`src/rtl/c3zp_pkg.sv`:
```
package c3zp_pkg;

  localparam int MAX_WIDTH_DEF = 32;

  localparam int PIX_W      = 8;
  localparam int ROW_W      = 12;
  localparam int FW_W       = 6;
  localparam int COEF_W     = 8;
  localparam int PROD_W     = 17;
  localparam int RES_W      = 20;
  localparam int CFG_IDX_W  = 3;
  localparam int CFG_DATA_W = 24;

  localparam int COLX_W   = 7;
  localparam int DIV3_SH  = 7;
  localparam int DIV3_MUL = 43;

  localparam logic [CFG_IDX_W-1:0] REG_FRAME_WIDTH   = 3'd0;
  localparam logic [CFG_IDX_W-1:0] REG_FRAME_HEIGHT  = 3'd1;
  localparam logic [CFG_IDX_W-1:0] REG_KERNEL_TOP    = 3'd2;
  localparam logic [CFG_IDX_W-1:0] REG_KERNEL_MID    = 3'd3;
  localparam logic [CFG_IDX_W-1:0] REG_KERNEL_BOTTOM = 3'd4;

  localparam logic [FW_W-1:0]       FRAME_WIDTH_RST  = 6'd6;
  localparam logic [ROW_W-1:0]      FRAME_HEIGHT_RST = 12'd6;
  localparam logic [CFG_DATA_W-1:0] KERNEL_RST       = 24'h0100FF;

  typedef struct packed {
    logic       valid;
    logic       top_ok;
    logic       bot_ok;
    logic       left_ok;
    logic       right_ok;
    logic       last_in_run;
    logic       last_of_frame;
    logic [1:0] bank_top;
    logic [1:0] bank_mid;
    logic [1:0] bank_bot;
  } job_t;

  typedef struct packed {
    logic valid;
    logic last_in_run;
    logic last_of_frame;
  } tag_t;

  typedef struct packed {
    logic [COLX_W-2:0] quot;
    logic [1:0]        rem;
  } div3_t;

  function automatic logic [1:0] mod3_add(input logic [1:0] a, input logic [1:0] b);
    logic [2:0] s;
    s = {1'b0, a} + {1'b0, b};
    if (s >= 3'd3) begin
      s = s - 3'd3;
    end
    return s[1:0];
  endfunction

  function automatic logic [1:0] mod3_row(input logic [ROW_W-1:0] x);
    logic [4:0] s;
    logic [2:0] t;
    s = '0;
    for (int i = 0; i < ROW_W / 2; i++) begin
      s = s + 5'(x[2*i +: 2]);
    end
    t = 3'(s[1:0]) + 3'(s[3:2]) + 3'(s[4]);
    if (t >= 3'd6) begin
      t = t - 3'd6;
    end else if (t >= 3'd3) begin
      t = t - 3'd3;
    end
    return t[1:0];
  endfunction

  function automatic div3_t div3(input logic [COLX_W-1:0] x);
    logic [2*COLX_W-1:0] p;
    logic [COLX_W-1:0]   t;
    div3_t               d;
    p = (2*COLX_W)'(x) * (2*COLX_W)'(DIV3_MUL);
    d.quot = p[DIV3_SH +: COLX_W-1];
    t = x - {1'b0, d.quot} - {d.quot, 1'b0};
    d.rem = t[1:0];
    return d;
  endfunction

endpackage

```
`src/rtl/c3zp_seq.sv`:
```
module c3zp_seq import c3zp_pkg::*; #(
  parameter int MAX_WIDTH = MAX_WIDTH_DEF,
  localparam int COL_W = $clog2(MAX_WIDTH)
) (
  input  logic             clk,
  input  logic             rst,
  input  logic             advance,
  input  logic             in_valid,
  output logic             in_stall,
  input  logic [PIX_W-1:0] pixel,
  input  logic [FW_W-1:0]  frame_width,
  input  logic [ROW_W-1:0] frame_height,
  output job_t             job,
  output logic [ROW_W-1:0] job_row,
  output logic [COL_W-1:0] job_col,
  output logic             wr_en,
  output logic [1:0]       wr_bank,
  output logic [COL_W-1:0] wr_col,
  output logic [PIX_W-1:0] wr_pixel
);

  logic [ROW_W-1:0] row_counter;
  logic [ROW_W-1:0] r_q;
  logic [ROW_W-1:0] row_last;
  logic [ROW_W-1:0] r_cur;
  logic [COL_W-1:0] col_counter;
  logic [COL_W-1:0] c_q;
  logic [COL_W-1:0] wlast_q;
  logic [COL_W-1:0] fcol;
  logic [COL_W-1:0] w_last;
  logic [COL_W-1:0] c_cur;
  logic [1:0]       rb_q;
  logic [1:0]       rb_cur;
  logic             a_pend;
  logic             b_pend;
  logic             f_pend;
  logic             any_pend;
  logic             take;

  always_comb begin
    if (frame_width == '0) begin
      w_last = '0;
    end else if ({1'b0, frame_width} > 7'(MAX_WIDTH)) begin
      w_last = COL_W'(MAX_WIDTH - 1);
    end else begin
      w_last = COL_W'(frame_width - 6'd1);
    end
    row_last = (frame_height == '0) ? '0 : frame_height - 12'd1;
    r_cur    = (row_counter > row_last) ? row_last : row_counter;
    c_cur    = (col_counter > w_last) ? w_last : col_counter;
    rb_cur   = mod3_row(r_cur);
  end

  always_comb begin
    any_pend = a_pend || b_pend || f_pend;
    job      = '0;
    job_row  = r_q;
    job_col  = fcol;
    if (a_pend || b_pend) begin
      job_row          = r_q - ROW_W'(1);
      job_col          = a_pend ? c_q - COL_W'(1) : wlast_q;
      job.top_ok       = (r_q != ROW_W'(1));
      job.bot_ok       = 1'b1;
      job.bank_top     = mod3_add(rb_q, 2'd1);
      job.bank_mid     = mod3_add(rb_q, 2'd2);
      job.bank_bot     = rb_q;
      job.last_in_run  = a_pend ? !b_pend && !f_pend : !f_pend;
    end else begin
      job.top_ok        = (r_q != '0);
      job.bank_top      = mod3_add(rb_q, 2'd2);
      job.bank_mid      = rb_q;
      job.bank_bot      = rb_q;
      job.last_in_run   = (fcol == wlast_q);
      job.last_of_frame = (fcol == wlast_q);
    end
    job.valid    = any_pend;
    job.left_ok  = (job_col != '0);
    job.right_ok = (job_col != wlast_q);
  end

  assign in_stall = !(advance && (!any_pend || job.last_in_run));
  assign take     = in_valid && !in_stall;
  assign wr_en    = take;
  assign wr_bank  = rb_cur;
  assign wr_col   = c_cur;
  assign wr_pixel = pixel;

  always_ff @(posedge clk) begin
    if (rst) begin
      row_counter <= '0;
      col_counter <= '0;
      a_pend      <= 1'b0;
      b_pend      <= 1'b0;
      f_pend      <= 1'b0;
    end else begin
      if (advance && any_pend) begin
        if (a_pend) begin
          a_pend <= 1'b0;
        end else if (b_pend) begin
          b_pend <= 1'b0;
        end else if (fcol == wlast_q) begin
          f_pend <= 1'b0;
        end
      end
      if (take) begin
        a_pend <= (r_cur != '0) && (c_cur != '0);
        b_pend <= (r_cur != '0) && (c_cur == w_last);
        f_pend <= (c_cur == w_last) && (r_cur == row_last);
        if (c_cur == w_last) begin
          col_counter <= '0;
          row_counter <= (r_cur == row_last) ? '0 : r_cur + 12'd1;
        end else begin
          col_counter <= c_cur + COL_W'(1);
          row_counter <= r_cur;
        end
      end
    end
  end

  always_ff @(posedge clk) begin
    if (take) begin
      r_q     <= r_cur;
      c_q     <= c_cur;
      wlast_q <= w_last;
      rb_q    <= rb_cur;
      fcol    <= '0;
    end else if (advance && f_pend && !a_pend && !b_pend && fcol != wlast_q) begin
      fcol <= fcol + COL_W'(1);
    end
  end

endmodule

```
`src/rtl/c3zp_window.sv`:
```
module c3zp_window import c3zp_pkg::*; #(
  parameter int MAX_WIDTH = MAX_WIDTH_DEF,
  localparam int COL_W = $clog2(MAX_WIDTH)
) (
  input  logic                        clk,
  input  logic                        rst,
  input  logic                        advance,
  input  logic                        wr_en,
  input  logic [1:0]                  wr_bank,
  input  logic [COL_W-1:0]            wr_col,
  input  logic [PIX_W-1:0]            wr_pixel,
  input  job_t                        job,
  input  logic [ROW_W-1:0]            job_row,
  input  logic [COL_W-1:0]            job_col,
  output tag_t                        tag,
  output logic [ROW_W-1:0]            tag_row,
  output logic [COL_W-1:0]            tag_col,
  output logic [2:0][2:0][PIX_W-1:0]  win
);

  localparam int BANK_D  = (MAX_WIDTH + 2) / 3;
  localparam int BANK_AW = (BANK_D > 1) ? $clog2(BANK_D) : 1;

  logic [PIX_W-1:0]   store [3][3][BANK_D];
  logic [PIX_W-1:0]   rd_q [3][3];
  logic [1:0]         rowsel_q [3];
  logic [1:0]         rem_q [3];
  logic [2:0]         row_ok_q;
  logic [2:0]         col_ok_q;
  div3_t              wd;
  div3_t              d [3];
  logic [BANK_AW-1:0] addr [3];

  always_comb begin
    wd   = div3(COLX_W'(wr_col));
    d[0] = div3(COLX_W'(job_col) - COLX_W'(1));
    d[1] = div3(COLX_W'(job_col));
    d[2] = div3(COLX_W'(job_col) + COLX_W'(1));
    for (int b = 0; b < 3; b++) begin
      if (d[1].rem == 2'(b)) begin
        addr[b] = d[1].quot[BANK_AW-1:0];
      end else if (d[2].rem == 2'(b)) begin
        addr[b] = d[2].quot[BANK_AW-1:0];
      end else begin
        addr[b] = d[0].quot[BANK_AW-1:0];
      end
    end
  end

  always_ff @(posedge clk) begin
    if (wr_en) begin
      store[wr_bank][wd.rem][wd.quot[BANK_AW-1:0]] <= wr_pixel;
    end
    if (advance) begin
      for (int rb = 0; rb < 3; rb++) begin
        for (int b = 0; b < 3; b++) begin
          rd_q[rb][b] <= store[rb][b][addr[b]];
        end
      end
      rowsel_q[0]       <= job.bank_top;
      rowsel_q[1]       <= job.bank_mid;
      rowsel_q[2]       <= job.bank_bot;
      for (int kj = 0; kj < 3; kj++) begin
        rem_q[kj] <= d[kj].rem;
      end
      row_ok_q          <= {job.bot_ok, 1'b1, job.top_ok};
      col_ok_q          <= {job.right_ok, 1'b1, job.left_ok};
      tag.last_in_run   <= job.last_in_run;
      tag.last_of_frame <= job.last_of_frame;
      tag_row           <= job_row;
      tag_col           <= job_col;
    end
  end

  always_ff @(posedge clk) begin
    if (rst) begin
      tag.valid <= 1'b0;
    end else if (advance) begin
      tag.valid <= job.valid;
    end
  end

  always_comb begin
    for (int k = 0; k < 3; k++) begin
      for (int kj = 0; kj < 3; kj++) begin
        win[k][kj] = (row_ok_q[k] && col_ok_q[kj]) ? rd_q[rowsel_q[k]][rem_q[kj]] : '0;
      end
    end
  end

endmodule

```
`src/rtl/c3zp_mac.sv`:
```
module c3zp_mac import c3zp_pkg::*; #(
  parameter int MAX_WIDTH = MAX_WIDTH_DEF,
  localparam int COL_W = $clog2(MAX_WIDTH)
) (
  input  logic                          clk,
  input  logic                          rst,
  input  logic                          advance,
  input  tag_t                          tag_in,
  input  logic [ROW_W-1:0]              row_in,
  input  logic [COL_W-1:0]              col_in,
  input  logic [2:0][2:0][PIX_W-1:0]    win,
  input  logic [2:0][CFG_DATA_W-1:0]    kernel,
  output tag_t                          res_tag,
  output logic signed [RES_W-1:0]       result_value,
  output logic [ROW_W-1:0]              out_row,
  output logic [COL_W-1:0]              out_col
);

  logic signed [PROD_W-1:0] prod_q [3][3];
  logic signed [RES_W-1:0]  rsum_q [3];
  tag_t                     tag1;
  tag_t                     tag2;
  logic [ROW_W-1:0]         row1;
  logic [ROW_W-1:0]         row2;
  logic [COL_W-1:0]         col1;
  logic [COL_W-1:0]         col2;

  always_ff @(posedge clk) begin
    if (advance) begin
      for (int k = 0; k < 3; k++) begin
        for (int kj = 0; kj < 3; kj++) begin
          prod_q[k][kj] <= $signed({1'b0, win[k][kj]})
                         * $signed(kernel[k][COEF_W*kj +: COEF_W]);
        end
      end
      for (int k = 0; k < 3; k++) begin
        rsum_q[k] <= RES_W'(prod_q[k][0]) + RES_W'(prod_q[k][1]) + RES_W'(prod_q[k][2]);
      end
      result_value          <= rsum_q[0] + rsum_q[1] + rsum_q[2];
      tag1.last_in_run      <= tag_in.last_in_run;
      tag1.last_of_frame    <= tag_in.last_of_frame;
      tag2.last_in_run      <= tag1.last_in_run;
      tag2.last_of_frame    <= tag1.last_of_frame;
      res_tag.last_in_run   <= tag2.last_in_run;
      res_tag.last_of_frame <= tag2.last_of_frame;
      row1                  <= row_in;
      row2                  <= row1;
      out_row               <= row2;
      col1                  <= col_in;
      col2                  <= col1;
      out_col               <= col2;
    end
  end

  always_ff @(posedge clk) begin
    if (rst) begin
      tag1.valid    <= 1'b0;
      tag2.valid    <= 1'b0;
      res_tag.valid <= 1'b0;
    end else if (advance) begin
      tag1.valid    <= tag_in.valid;
      tag2.valid    <= tag1.valid;
      res_tag.valid <= tag2.valid;
    end
  end

endmodule

```
`src/rtl/conv3x3_zero_pad_stream.sv`:
```
// 3x3 zero-padded convolution over a raster pixel stream.
// Input beats carry one 8-bit pixel each, in raster order, on in_valid/in_stall.
// Output beats carry one window sum with its center row and column on
// out_valid/out_stall; last_in_run marks the final beat caused by a pixel and
// last_of_frame the bottom-right output of the frame.
// Registers (frame size, three kernel rows) are written on cfg_valid/cfg_ready,
// always ready; write them only while no results are outstanding.
// Outputs pass the sequencer job, window read and MAC product, row-sum and
// result registers. One beat per cycle while out_stall is low; a pixel with n
// outputs uses the shared read and multiply path once each (n is 2 at a row
// end past row 0, up to width+2 at frame end); the next pixel waits for them.
// Pixels outside the frame count as zero, so output size equals frame size.
// Reset clears row and column counters and loads a 6x6 frame with kernel
// rows {-1, 0, 1}. The line store needs no clearing.
// While a result beat waits under out_stall the whole pipeline holds and
// in_stall rises.
module conv3x3_zero_pad_stream import c3zp_pkg::*; #(
  parameter int MAX_WIDTH = MAX_WIDTH_DEF,
  localparam int COL_W = $clog2(MAX_WIDTH)
) (
  input  logic                   clk,
  input  logic                   rst,
  input  logic                   in_valid,
  output logic                   in_stall,
  input  logic [PIX_W-1:0]       pixel,
  output logic                   out_valid,
  input  logic                   out_stall,
  output logic signed [RES_W-1:0] result_value,
  output logic [ROW_W-1:0]       out_row,
  output logic [COL_W-1:0]       out_col,
  output logic                   last_in_run,
  output logic                   last_of_frame,
  input  logic                   cfg_valid,
  output logic                   cfg_ready,
  input  logic [CFG_IDX_W-1:0]   cfg_index,
  input  logic [CFG_DATA_W-1:0]  cfg_data
);

  logic [FW_W-1:0]                 frame_width;
  logic [ROW_W-1:0]                frame_height;
  logic [2:0][CFG_DATA_W-1:0]      kernel;
  logic                            advance;
  job_t                            job;
  logic [ROW_W-1:0]                job_row;
  logic [COL_W-1:0]                job_col;
  logic                            wr_en;
  logic [1:0]                      wr_bank;
  logic [COL_W-1:0]                wr_col;
  logic [PIX_W-1:0]                wr_pixel;
  tag_t                            win_tag;
  logic [ROW_W-1:0]                win_row;
  logic [COL_W-1:0]                win_col;
  logic [2:0][2:0][PIX_W-1:0]      win;
  tag_t                            res_tag;

  assign cfg_ready = 1'b1;

  always_ff @(posedge clk) begin
    if (rst) begin
      frame_width  <= FRAME_WIDTH_RST;
      frame_height <= FRAME_HEIGHT_RST;
      kernel[0]    <= KERNEL_RST;
      kernel[1]    <= KERNEL_RST;
      kernel[2]    <= KERNEL_RST;
    end else if (cfg_valid && cfg_ready) begin
      case (cfg_index)
        REG_FRAME_WIDTH:   frame_width  <= cfg_data[FW_W-1:0];
        REG_FRAME_HEIGHT:  frame_height <= cfg_data[ROW_W-1:0];
        REG_KERNEL_TOP:    kernel[0]    <= cfg_data;
        REG_KERNEL_MID:    kernel[1]    <= cfg_data;
        REG_KERNEL_BOTTOM: kernel[2]    <= cfg_data;
        default: ;
      endcase
    end
  end

  // hold every stage while a finished beat waits at the output
  assign advance = !res_tag.valid || !out_stall;

  c3zp_seq #(.MAX_WIDTH(MAX_WIDTH)) u_seq (
    .clk          (clk),
    .rst          (rst),
    .advance      (advance),
    .in_valid     (in_valid),
    .in_stall     (in_stall),
    .pixel        (pixel),
    .frame_width  (frame_width),
    .frame_height (frame_height),
    .job          (job),
    .job_row      (job_row),
    .job_col      (job_col),
    .wr_en        (wr_en),
    .wr_bank      (wr_bank),
    .wr_col       (wr_col),
    .wr_pixel     (wr_pixel)
  );

  c3zp_window #(.MAX_WIDTH(MAX_WIDTH)) u_window (
    .clk      (clk),
    .rst      (rst),
    .advance  (advance),
    .wr_en    (wr_en),
    .wr_bank  (wr_bank),
    .wr_col   (wr_col),
    .wr_pixel (wr_pixel),
    .job      (job),
    .job_row  (job_row),
    .job_col  (job_col),
    .tag      (win_tag),
    .tag_row  (win_row),
    .tag_col  (win_col),
    .win      (win)
  );

  c3zp_mac #(.MAX_WIDTH(MAX_WIDTH)) u_mac (
    .clk          (clk),
    .rst          (rst),
    .advance      (advance),
    .tag_in       (win_tag),
    .row_in       (win_row),
    .col_in       (win_col),
    .win          (win),
    .kernel       (kernel),
    .res_tag      (res_tag),
    .result_value (result_value),
    .out_row      (out_row),
    .out_col      (out_col)
  );

  assign out_valid     = res_tag.valid;
  assign last_in_run   = res_tag.last_in_run;
  assign last_of_frame = res_tag.last_of_frame;

endmodule
```
`config.mk`:
```
export PLATFORM = sky130hd
export DESIGN_NAME = conv3x3_zero_pad_stream
export DESIGN_NICKNAME = d
export VERILOG_FILES = /design/src/rtl/c3zp_pkg.sv /design/src/rtl/c3zp_seq.sv /design/src/rtl/c3zp_window.sv /design/src/rtl/c3zp_mac.sv /design/src/rtl/conv3x3_zero_pad_stream.sv
export SDC_FILE = /design/constraint.sdc
export NUM_CORES = 2
export LEC_CHECK = 0
export ABC_AREA = 1
export BUFFER_PORTS_ARGS = -buffer_cell sky130_fd_sc_hd__buf_4
export CAP_MARGIN = 10
export CORE_ASPECT_RATIO = 1.1
export CORE_MARGIN = 2
export CORE_UTILIZATION = 65
export DETAILED_ROUTE_END_ITERATION = 6
export GPL_TIMING_DRIVEN = 0
export PLACE_DENSITY = 0.82
export SETUP_SLACK_MARGIN = 0.1
export SYNTH_ARGS = -nofsm -noshare
export SYNTH_HDL_FRONTEND = slang
export SYNTH_SLANG_ARGS = --single-unit
export TNS_END_PERCENT = 20
```
`constraint.sdc`:
```
create_clock -name clk -period 22.3 [get_ports clk]
set_clock_uncertainty 0.05 [all_clocks]
set_input_delay 1.115 -clock clk [delete_from_list [all_inputs] [get_ports clk]]
set_output_delay 1.115 -clock clk [all_outputs]
set_load 0.01 [all_outputs]
```
==> results.ini <==
[hold_path]
hold-path-cell-count = 0
hp-start = u_mac.col1[3]
worstHoldEndpoint = u_mac.col2[3]
min_path_type = flip-flop to flip-flop

[synth]
synth_top_family_by_area = adder cells
async_flop_share_pct = 0
ys_ff_latch = 1329
avgSynthCellArea_um2 = 9.65
synth_compound_area_share_pct = 5.92
seq_area_frac_synth_pct = 46.8
synth_area_um2 = 82600
syn_nets = 9622
synth_cell_type_count = 56
synth-main-ff-cell = edfxtp_1
synth_mux_area_share_pct = 0.0136
yosys.area_share.simple_pct = 16.9
synth_xor_area_share_pct = 2.45
synthAdderAreaFrac_pct = 19.3
synth-edff-count = 1210
yosysWarnings = 0
synthCells = 8564

[timing]
setup_viol = 0
rsz0062_at_grt = no
worstMarginPinSlew_ns = 1.33
setup_tns_ns = 0
layout_worst_path_cycle_share_pct = 47.2
max_slew_margin_pct = 11.5
hold_viol_final = 0
timing.final.max_slew_violations = 0
fin_crit_ns = 10.52
fmax_ghz = 0.0951

[place]
placed_cells = 10317
dpl-instance-area_um2 = 85500
port-buffer-count = 79
dp_hpwl_um = 168000
gp_congestion = 1.01

[finish]
fin_cells = 10570
final_common_cell = inv_1
nets = 9853
drive_gt1_share_pct = 5.20
final_cell_area_um2 = 90100
area_delta_synth_final_pct = 8.96
layout_common_cells = inv_1, nand2_1, edfxtp_1

[clocking]
cts_setup_buffers = 0
clkLatencyLatePin_ns = 0.81
htreeDepth = 4
clock-root-buffer = clkbuf_16
clock-sinks = 1329
cts.repair.resized = 0
numCtsBuffers = 139
cts_tree = done
ctsHoldBuffers = 0
clockBufferDepth = 3
clk_pin_slew_ns = 0.06

[critical_path]
r2r-start = frame_height[0]
r2r_cells = 36
crit_type = flip-flop to flip-flop
worstPathRequired_ns = 22.63
start_kind = flip-flop
slowest_stage = clkbuf_1
critPathCaptureType = flip-flop
cp_data_arrival_time_ns = 10.85
reg2reg_slack_ns = 11.78
cp_common_cell = inv_1
critPathMaxFanout = 10
r2r_end = u_window.store[2][20]
cp_slowest_stage_delay_ns = 0.96

[grt]
grt_pass1_vias = 62174
grtUsageTotal_pct = 35.2
grt_overflow = 0
antenna_found_initial = 5
grt_pass1_wl_um = 346000
grt_max_degree = 100

[drt]
drt-initial-drc-count = 7478
wl_um = 227000
first_pass_iters = 7
via_per_inst = 5.94
routedWlPerCell_um = 21.4
drc = 0
ant_nets = 0
num_vias = 62766

[floorplanning]
rows = 137
die_w_um = 344
die_y_um = 378
dieArea_um2 = 130000
start_util_pct = 65.3
core-area_um2 = 127000
ioPinCount = 82

[job]
drv_cap = 0

[status]
status = completed

## state kept, by name, summed over array words and instances, names as in the netlist, 6 cells and up
| name | flops |
|---|---|
| kernel | 72 |
| u_window.store | 792 |
| u_window.rowsel_q | 6 |
| u_seq.row_counter | 12 |
| u_window.rd_q | 72 |
| u_mac.prod_q | 153 |
| u_mac.row1 | 12 |
| u_seq.r_q | 12 |
| u_mac.out_row | 12 |
| u_window.tag_row | 12 |
| frame_height | 12 |
| u_mac.result_value | 20 |
| u_window.rem_q | 6 |
| frame_width | 6 |
| u_mac.row2 | 12 |
| u_mac.rsum_q | 57 |
## worst max path at each step
stage | start | to | cells past startpoint
floorplan | out_stall | u_seq.c_q[0] | 4
global placement | out_stall | u_window.store[2][4] | 7
detailed placement | frame_height[0] | u_window.store[2][19] | 36
CTS | frame_height[0] | u_window.store[2][20] | 36
global route | frame_height[0] | u_window.store[1][31] | 35
finish | frame_height[0] | u_window.store[2][20] | 36
## synthesized netlist by cell type, drive strengths merged, types with 2 or more instances
cell type / number / area (um^2)
a2111oi: 2 / 17.5
a211oi: 6 / 45.0
a21boi: 4 / 41.3
a21o: 8 / 60.1
a21oi: 328 / 1660
a31oi: 7 / 43.8
and2: 4 / 25.0
buf: 132 / 714
clkbuf: 146 / 548
clkinv: 11 / 41.3
dfxtp: 119 / 2380
edfxtp: 1210 / 36300
fa: 432 / 8650
ha: 586 / 7330
inv: 1540 / 5790
nand2: 1391 / 5310
nand3: 1008 / 5090
nand3b: 15 / 113
nand4: 27 / 181
nor2: 806 / 3070
nor3: 13 / 65.1
nor4: 4 / 25.0
o2111ai: 2 / 17.5
o211ai: 29 / 218
o21a: 5 / 37.5
o21ai: 397 / 2020
o21bai: 17 / 128
o221ai: 3 / 26.3
o22ai: 19 / 119
o31ai: 5 / 37.5
o32ai: 46 / 403
or2: 6 / 37.5
xnor2: 64 / 561
xor2: 167 / 1460
## layer usage
| layer | routed length, um | vias up | track usage [%] |
|---|---|---|---|
| met3 | 21500 | 796 | 6.40 |
| met1 | 80700 | 29980 | 42.4 |
| met5 | 27 | - | 0 |
| li1 | - | 28518 | - |
| met4 | 16500 | 4 | 22.3 |
| met2 | 108000 | 3468 | 58.5 |
## cells by family (layout without fill, tap and decap cells)
family	count (synthesis)	after routing
xor+xnor	231	231
flops	1329	1329
compound gates	880	880
other cells	1	2
mux	1	1
simple gates	3275	3275
fa+ha+maj	1018	1018
buf+inv	1829	2166
## per-stage QoR
| stage | worst slack (ns) | utilization (%) | hold WS (ns) |
|---|---|---|---|
| floorplan | 9.68 | - | 0.350 |
| global placement | 3.08 | 67.4 | 0.351 |
| detailed placement | 12.13 | 67.6 | 0.355 |
| CTS | 12.05 | 71.1 | 0.367 |
| global route | 11.41 | 71.2 | 0.368 |
| finish | 11.78 | 71.2 | 0.367 |
## layout make-up
type                    count  area (um^2)
diodes                      1         2.50
repair buffers             90          866
fillers                  9011        36500
clock buffers             177         3730
inverters                1551         5830
multi-input cells        5406        36800
well taps                1668         2090
flip-flops and latches   1329        38700
clock inverters            70          717
plain buffers             278         1260
## worst max-delay path, delay by kind of cell (launching register included)
kind	cells	cell delay [ns]
AO/OA/AOI/OAI	2	0.89
multiplexers	1	0.28
flip-flops	1	0.31
adder cells (fa/ha/maj)	10	3.83
buffers and inverters	9	1.80
AND/OR/NAND/NOR	13	2.76
XOR/XNOR	1	0.17
Power is not shown: default switching activity piles up to over one toggle a cycle in this logic, so the estimate is an artifact.
